## config.mk

```make
export PLATFORM = sky130hd
export DESIGN_NAME = motion_safety_interlock_fsm_core
export DESIGN_NICKNAME = d
export VERILOG_FILES = /design/src/design/msi_pkg.sv /design/src/design/motion_safety_interlock_fsm_core.sv
export SDC_FILE = /design/constraint.sdc
export NUM_CORES = 1
export LEC_CHECK = 0
export BUFFER_PORTS_ARGS = -buffer_cell sky130_fd_sc_hd__buf_4
export CORE_UTILIZATION = 55
export CTS_BUF_LIST = sky130_fd_sc_hd__clkbuf_4
export DETAILED_ROUTE_END_ITERATION = 8
export GPL_TIMING_DRIVEN = 0
export HOLD_SLACK_MARGIN = 0.1
export PLACE_DENSITY = 0.78
export SLEW_MARGIN = 30
export SYNTH_ARGS = -nofsm -noshare
export SYNTH_HDL_FRONTEND = slang
export SYNTH_SLANG_ARGS = --single-unit
```

## constraint.sdc

```tcl
create_clock -name clk -period 3 [get_ports clk]
set_input_delay 0.15 -clock clk [delete_from_list [all_inputs] [get_ports clk]]
set_output_delay 0.15 -clock clk [all_outputs]
set_load 0.02 [all_outputs]
```

## src/design/msi_pkg.sv

```systemverilog
// ----------------------------------------------------------------------------
// msi_pkg: shared types and constants for the motion safety interlock.
// Holds the event codes, the one-hot mode encoding and the item structs.
// ----------------------------------------------------------------------------
package msi_pkg;

  // Width of the fault fields carried on the ports.
  localparam int unsigned FIELD_W = 8;

  // Default width of the latched fault mask.
  localparam int unsigned FAULT_BITS_DEF = 8;

  // Event codes.
  typedef enum logic [2:0] {
    OP_BOOT_DONE    = 3'd0,
    OP_ARM          = 3'd1,
    OP_DISARM       = 3'd2,
    OP_MOTION_START = 3'd3,
    OP_MOTION_STOP  = 3'd4,
    OP_RAISE_FAULT  = 3'd5,
    OP_ESTOP        = 3'd6,
    OP_CLEAR        = 3'd7
  } op_t;

  // Interlock state, one-hot.
  typedef enum logic [5:0] {
    MODE_BOOT    = 6'b000001,
    MODE_SAFE    = 6'b000010,
    MODE_READY   = 6'b000100,
    MODE_RUNNING = 6'b001000,
    MODE_FAULT   = 6'b010000,
    MODE_ESTOP   = 6'b100000
  } mode_t;

  // Mode numbers as reported on the result channel.
  localparam logic [2:0] MODE_CODE_BOOT    = 3'd0;
  localparam logic [2:0] MODE_CODE_SAFE    = 3'd1;
  localparam logic [2:0] MODE_CODE_READY   = 3'd2;
  localparam logic [2:0] MODE_CODE_RUNNING = 3'd3;
  localparam logic [2:0] MODE_CODE_FAULT   = 3'd4;
  localparam logic [2:0] MODE_CODE_ESTOP   = 3'd5;

  // Event status codes.
  localparam logic STATUS_OK  = 1'b0;
  localparam logic STATUS_BAD = 1'b1;

  typedef struct packed {
    op_t                operation;
    logic [FIELD_W-1:0] raise_faults;
    logic [FIELD_W-1:0] live_faults;
  } in_item_t;

  typedef struct packed {
    logic               status;
    logic [2:0]         mode_now;
    logic [FIELD_W-1:0] faults_now;
    logic               estop_now;
    logic               armed;
    logic               motion_allowed;
  } out_item_t;

  // Converts the one-hot state into its reported number.
  function automatic logic [2:0] mode_code(input mode_t m);
    logic [2:0] code;
    case (m)
      MODE_BOOT:    code = MODE_CODE_BOOT;
      MODE_SAFE:    code = MODE_CODE_SAFE;
      MODE_READY:   code = MODE_CODE_READY;
      MODE_RUNNING: code = MODE_CODE_RUNNING;
      MODE_FAULT:   code = MODE_CODE_FAULT;
      MODE_ESTOP:   code = MODE_CODE_ESTOP;
      default:      code = MODE_CODE_BOOT;
    endcase
    return code;
  endfunction

endpackage

```

## src/design/motion_safety_interlock_fsm_core.sv

```systemverilog
// ----------------------------------------------------------------------------
// motion_safety_interlock_fsm_core: six-state motion safety interlock.
// The result of an event is registered and valid in the cycle after it is accepted.
// Throughput: one event per cycle while the output is not stalled, limited by the single output register.
// Reset: synchronous active-low; state boot, fault mask and estop latch clear.
// ----------------------------------------------------------------------------
module motion_safety_interlock_fsm_core
  import msi_pkg::*;
#(
  parameter int unsigned FaultBits = FAULT_BITS_DEF
) (
  input  logic      clk,
  input  logic      rst_n,
  input  logic      in_valid,
  output logic      in_stall,
  input  in_item_t  in_data,
  output logic      out_valid,
  input  logic      out_stall,
  output out_item_t out_data
);

  // The interlock state lives in three registers. Each accepted event is
  // decoded against them in one pass of combinational logic; the new state
  // is written back and the snapshot after the event lands in the output
  // register in the same clock edge.
  mode_t                mode_r;
  mode_t                mode_nxt;
  logic [FaultBits-1:0] fault_r;
  logic [FaultBits-1:0] fault_nxt;
  logic                 estop_r;
  logic                 estop_nxt;

  logic                 out_valid_r;
  logic                 out_valid_nxt;
  out_item_t            out_data_r;
  out_item_t            result;

  logic                 in_accept;
  logic                 bad;
  logic                 armed;
  logic                 fault_empty;
  logic [FaultBits-1:0] raise_w;
  logic [FaultBits-1:0] live_w;
  logic [FIELD_W-1:0]   faults_view;

  // The output register is the only buffer. A new event is taken whenever
  // that register is empty or is being drained in this same cycle, so a
  // steady stream moves at one item per clock while the output is not stalled.
  assign in_stall  = out_valid_r && out_stall;
  assign in_accept = in_valid && !in_stall;

  // Fault bits on the ports are FIELD_W wide. Bits beyond the mask width
  // are dropped, and a wider mask sees zeros in its upper bits.
  for (genvar i = 0; i < FaultBits; i++) begin : g_fault_in
    if (i < FIELD_W) begin : g_bit
      assign raise_w[i] = in_data.raise_faults[i];
      assign live_w[i]  = in_data.live_faults[i];
    end else begin : g_pad
      assign raise_w[i] = 1'b0;
      assign live_w[i]  = 1'b0;
    end
  end

  assign fault_empty = (fault_r == '0);

  // Event decode. A rejected event flags bad status and leaves every
  // state register as it was.
  always_comb begin
    mode_nxt  = mode_r;
    fault_nxt = fault_r;
    estop_nxt = estop_r;
    bad       = 1'b0;
    case (in_data.operation)
      OP_BOOT_DONE: begin
        if (mode_r == MODE_BOOT && fault_empty) begin
          mode_nxt = MODE_SAFE;
        end else begin
          bad = 1'b1;
        end
      end
      OP_ARM: begin
        if (mode_r == MODE_SAFE && fault_empty && !estop_r) begin
          mode_nxt = MODE_READY;
        end else begin
          bad = 1'b1;
        end
      end
      OP_DISARM: begin
        if (mode_r == MODE_SAFE || mode_r == MODE_READY || mode_r == MODE_RUNNING) begin
          mode_nxt = MODE_SAFE;
        end else begin
          bad = 1'b1;
        end
      end
      OP_MOTION_START: begin
        if (mode_r == MODE_READY || mode_r == MODE_RUNNING) begin
          mode_nxt = MODE_RUNNING;
        end else begin
          bad = 1'b1;
        end
      end
      OP_MOTION_STOP: begin
        // Stopping while already ready is harmless and reports ok.
        if (mode_r == MODE_RUNNING) begin
          mode_nxt = MODE_READY;
        end else if (mode_r != MODE_READY) begin
          bad = 1'b1;
        end
      end
      OP_RAISE_FAULT: begin
        // An empty fault set is a no-op; any bit forces the fault state.
        if (raise_w != '0) begin
          fault_nxt = fault_r | raise_w;
          mode_nxt  = MODE_FAULT;
        end
      end
      OP_ESTOP: begin
        estop_nxt = 1'b1;
        mode_nxt  = MODE_ESTOP;
      end
      OP_CLEAR: begin
        // Recovery only from fault or estop, and only with the hardware quiet.
        if ((mode_r == MODE_FAULT || mode_r == MODE_ESTOP) && live_w == '0) begin
          fault_nxt = '0;
          estop_nxt = 1'b0;
          mode_nxt  = MODE_SAFE;
        end else begin
          bad = 1'b1;
        end
      end
      default: begin
        bad = 1'b1;
      end
    endcase
  end

  // Only the low FIELD_W bits of the mask are visible on the result.
  for (genvar j = 0; j < FIELD_W; j++) begin : g_fault_out
    if (j < FaultBits) begin : g_bit
      assign faults_view[j] = fault_nxt[j];
    end else begin : g_pad
      assign faults_view[j] = 1'b0;
    end
  end

  assign armed = (mode_nxt == MODE_READY) || (mode_nxt == MODE_RUNNING);

  always_comb begin
    result.status         = bad ? STATUS_BAD : STATUS_OK;
    result.mode_now       = mode_code(mode_nxt);
    result.faults_now     = faults_view;
    result.estop_now      = estop_nxt;
    result.armed          = armed;
    result.motion_allowed = armed && (fault_nxt == '0) && !estop_nxt;
  end

  // The output register holds its item until the far side takes it; it is
  // refilled on every accepted event.
  always_comb begin
    if (in_accept) begin
      out_valid_nxt = 1'b1;
    end else if (out_stall) begin
      out_valid_nxt = out_valid_r;
    end else begin
      out_valid_nxt = 1'b0;
    end
  end

  always_ff @(posedge clk) begin
    if (!rst_n) begin
      mode_r      <= MODE_BOOT;
      fault_r     <= '0;
      estop_r     <= 1'b0;
      out_valid_r <= 1'b0;
    end else begin
      out_valid_r <= out_valid_nxt;
      if (in_accept) begin
        mode_r  <= mode_nxt;
        fault_r <= fault_nxt;
        estop_r <= estop_nxt;
      end
    end
  end

  always_ff @(posedge clk) begin
    if (in_accept) begin
      out_data_r <= result;
    end
  end

  assign out_valid = out_valid_r;
  assign out_data  = out_data_r;

`ifndef SYNTHESIS
  // A set estop latch is only possible while in estop, or in fault after a
  // fault was raised on top of the stop.
  a_estop_mode: assert property (@(posedge clk) disable iff (!rst_n)
    estop_r |-> (mode_r == MODE_ESTOP || mode_r == MODE_FAULT))
    else $error("estop latch set outside fault and estop states");

  // Latched faults keep the machine in fault or estop until cleared.
  a_fault_mode: assert property (@(posedge clk) disable iff (!rst_n)
    (fault_r != '0) |-> (mode_r == MODE_FAULT || mode_r == MODE_ESTOP))
    else $error("fault mask set outside fault and estop states");

  // Every accepted event shows a result in the next cycle.
  a_accept_result: assert property (@(posedge clk) disable iff (!rst_n)
    in_accept |=> out_valid_r)
    else $error("accepted event produced no result");

  // Motion is never allowed while faults or estop are latched.
  a_motion_safe: assert property (@(posedge clk) disable iff (!rst_n)
    (out_valid_r && out_data_r.motion_allowed) |->
      (out_data_r.faults_now == '0 && !out_data_r.estop_now && out_data_r.armed))
    else $error("motion allowed with faults or estop latched");
`endif

endmodule

```

==> summary.log <==
INFO  outcome        run_status=completed
INFO  worst_setup_path ff2ff_setup_slack=0.57ns
INFO  cts            clock_sinks=31
INFO  cts            numCtsBuffers=5
INFO  worst_setup_path path_class=flop to flop
INFO  worst_setup_path max_stage_delay=0.47ns
INFO  sta            hold-worst-slack=0.137ns
INFO  routing        totalWireLength=4.64mm
INFO  worst_setup_path critPathRequiredTime=3.18ns
INFO  worst_setup_path startpoint_kind_of_the_worst_setup_timing_path=flop
INFO  sta            setup_total_negative_slack=0ns
INFO  synthesis      synth.largest_area_cell=sky130_fd_sc_hd__edfxtp_1
INFO  cells_and_area non_filler_instances=282
INFO  sta            hold_viol_final=0
INFO  cells_and_area final_layout_size_suffix_gt1_share=28.2%
INFO  synthesis      post-synth-top-count-cell=sky130_fd_sc_hd__nand2_1
INFO  cts            clk-insertion-delay-late=0.34ns
INFO  sta            fmaxAchievable=412MHz
INFO  min_path       hp-class=input port to flop
INFO  worst_setup_path critical_path_buffer_and_inverter_count=0
INFO  pwr            ir_drop_worst_vdd=294µV
INFO  global_route   grt_max_degree=25
INFO  pwr            power_density=461nW/µm²
INFO  sta            report.final.setup_viol=0
INFO  routing        route.detailed.wl_per_inst=16.5µm
INFO  die            initial_core_util=57.7%
INFO  cts            cts_tree=built
INFO  sta            rsz0062_at_grt=false
INFO  die            dieHeight=58.6µm
INFO  cts            clk_transition_reported_paths=0.11ns
INFO  routing        via_count=1,674
INFO  place          place.port_buffers=39
INFO  cells_and_area final_util=72.3%
INFO  sta            report.final.slew_viol_count=0
INFO  cells_and_area inserted_diodes=0
INFO  routing        firstDrtPassIters=4
INFO  worst_setup_path timing.critical_path.slowest_stage_cell=sky130_fd_sc_hd__nor2_1
INFO  worst_setup_path crit_path_cell_trace=nor4_2 -> nand4_2 -> nor2_1 -> o21a_1 -> o211ai_2 -> xnor2_1 -> a211oi_1
INFO  synthesis      synth_area_per_cell=9.32µm²
INFO  synthesis      post_synthesis_async_set_or_reset_flop_share=0%
INFO  place          globalplace.congestion=0.865
INFO  die            core_region_area=3050µm²
INFO  worst_setup_path cpLargestDelayFamily=simple AND/OR/NAND/NOR gates
INFO  die            number_of_rows_created_at_floorplan=20
INFO  cells_and_area area_delta_synth_final=25.3%
INFO  routing        drc_errors=0
INFO  cells_and_area finish.net_count=260
INFO  worst_setup_path cp.arrival=2.60ns
INFO  worst_setup_path critPathMaxFanout=7
INFO  global_route   number_of_global_route_vias_before_repair=1,515
INFO  global_route   grt_overflow_total=0
INFO  sta            period_needed=2.43ns
INFO  sta            period_share=80.9%
INFO  cts            htree_levels=2
INFO  sta            actual_slew_at_the_worst_max_slew_pin=0.714ns
INFO  global_route   antenna_found_initial=0
INFO  flow_run       drv.max_cap_violation_count=0
INFO  die            die_area=3430µm²
INFO  global_route   grt_usage=30.1%
INFO  cells_and_area number_of_fillers_in_the_final_layout=240
INFO  cts            postCtsSetupBuffers=0
INFO  min_path       hold_path.startpoint=out_stall
INFO  synthesis      synth.net_count=212
INFO  sta            finalClockSkew=0.0102ns
INFO  synthesis      area_contributors_post_synth=sky130_fd_sc_hd__edfxtp_1, sky130_fd_sc_hd__dfxtp_1, sky130_fd_sc_hd__nand2_1, sky130_fd_sc_hd__a21oi_1, sky130_fd_sc_hd__nor4_2
INFO  synthesis      ys_dominant_reg_cell=sky130_fd_sc_hd__dfxtp_1
INFO  synthesis      post_synth_instance_area=1760µm²
INFO  synthesis      number_of_synthesized_flops_with_an_enable_pin=15
INFO  min_path       holdPathStages=4
INFO  synthesis      synth.top_cells.by_count=sky130_fd_sc_hd__nand2_1, sky130_fd_sc_hd__dfxtp_1, sky130_fd_sc_hd__nor2_1
INFO  place          place_hpwl=3.34mm
INFO  cts            post_cts.resized_instances=0
INFO  synthesis      netlist_instances=189
INFO  cts            ctsRootBufferMaster=sky130_fd_sc_hd__clkbuf_4
INFO  die            io-pin-count=40
INFO  routing        antenna_violating_nets_post_route=0
INFO  sta            maxSlewHeadroom=52.2%
INFO  worst_setup_path setup.worst_path.end_class=flop
INFO  worst_setup_path timing.reg2reg.worst_path_depth=7
INFO  global_route   grt_pass1_wl=7.38mm
INFO  place          dpl.cell_count=272
INFO  synthesis      synth-seq-cells=31
INFO  routing        route.detailed.vias_per_inst=5.94
INFO  synthesis      synthDominantCellAreaShare=25.6%
INFO  worst_setup_path r2r-start=mode_r[1]
INFO  min_path       min_delay_worst_endpoint=out_valid
INFO  synthesis      synthDistinctLibCells=42
INFO  synthesis      ys_seq_area_share=43.8%
INFO  worst_setup_path r2r_end=out_data[11]
INFO  routing        drt_first_iter_violations=140
INFO  synthesis      yosys_warnings=0
INFO  pwr            power.static_leakage=0.922nW
INFO  cts            max-clock-path-buffers=2
INFO  die            die_w=58.6µm
-- registers in the layout, summed over array words and instances, names as in the netlist --
register and cells:
mode_r 6, estop_r 1, out_valid 1, out_data 15
fault_r 8
-- worst max-delay path by stage --
stage | cells past startpoint | from | slack [ns] | end
floorplan | 7 | in_data[9] | 1.06 | out_data[12]
global placement | 7 | mode_r[1] | 0.65 | out_data[11]
detailed placement | 7 | mode_r[1] | 0.63 | out_data[11]
CTS | 7 | mode_r[1] | 0.58 | out_data[11]
global route | 7 | mode_r[1] | 0.41 | out_data[11]
finish | 7 | mode_r[1] | 0.57 | out_data[11]
-- layer usage --
metal	up-vias	global-route usage, %	wire [µm]
met3	13	7.25	323
met1	794	37.6	1910
li1	794	-	-
met2	73	50.2	2310
met4	0	12.2	103
met5	-	0	0
-- kinds of logic after synthesis --
group,after synthesis,synth area share [%]
DFF,31,43.8
AOI/OAI and AO/OA,53,21.4
and+or+nand+nor,88,29.9
xor gates and xnor gates,4,1.99
buffers and inverters,13,2.91
-- per-stage QoR --
step / instance area, µm² / worst slack (ns) / power, mW
6_report: 2210 / 0.573 / 1.02
5_1_grt: 2210 / 0.408 / 1.05
4_1_cts: 2210 / 0.582 / 1.02
3_5_place_dp: 2110 / 0.627 / 0.694
3_3_place_gp: 2110 / 0.650 / 0.686
2_1_floorplan: 1760 / 1.06 / 0.616
-- worst reg2reg max path: stages (launching register included) --
cell and delay (ns):
sky130_fd_sc_hd__dfxtp_1 0.41, sky130_fd_sc_hd__nor4_2 0.36, sky130_fd_sc_hd__nand4_2 0.27, sky130_fd_sc_hd__nor2_1 0.47, sky130_fd_sc_hd__o21a_1 0.21, sky130_fd_sc_hd__o211ai_2 0.14, sky130_fd_sc_hd__xnor2_1 0.16, sky130_fd_sc_hd__a211oi_1 0.24
-- report_power, final --
group          internal, mW  switching, mW
Combinational        0.0875          0.118
Clock                 0.171          0.155
Sequential            0.469         0.0169
Total                 0.728          0.289
-- area by class of cell --
class	count	area (µm²)	area share, %
Clock inverter	3	38.8	1.76
Buffer	7	30.0	1.36
Multi-Input combinational cell	145	940	42.6
Inverter	6	22.5	1.02
Timing Repair Buffer	41	313	14.2
Tap cell	44	55.1	2.49
Clock buffer	5	37.5	1.70
Sequential cell	31	771	34.9
-- cells in the final DEF (no fill, tap or decap), types with 4 or more instances in the layout --
cell type	synthesis	routed
sky130_fd_sc_hd__a21boi_0	7	7
sky130_fd_sc_hd__a21oi_1	15	15
sky130_fd_sc_hd__buf_4	0	39
sky130_fd_sc_hd__clkbuf_4	0	5
sky130_fd_sc_hd__dfxtp_1	16	16
sky130_fd_sc_hd__edfxtp_1	15	15
sky130_fd_sc_hd__inv_1	6	6
sky130_fd_sc_hd__nand2_1	26	26
sky130_fd_sc_hd__nand4_2	4	4
sky130_fd_sc_hd__nor2_1	16	16
sky130_fd_sc_hd__nor2b_1	6	6
sky130_fd_sc_hd__nor3_1	7	7
sky130_fd_sc_hd__nor4_2	5	5
sky130_fd_sc_hd__o211a_1	4	4
sky130_fd_sc_hd__o21a_1	6	6
sky130_fd_sc_hd__o21ai_0	5	5
sky130_fd_sc_hd__o21ai_1	4	4
-- repair_timing --
action / in CTS / in global routing
endpoints found under the setup margin: 0 / 0
endpoints found under the hold margin: 5 / 0
hold buffers: 2 / 0
No activity file was read; power rests on OpenSTA's default activity.
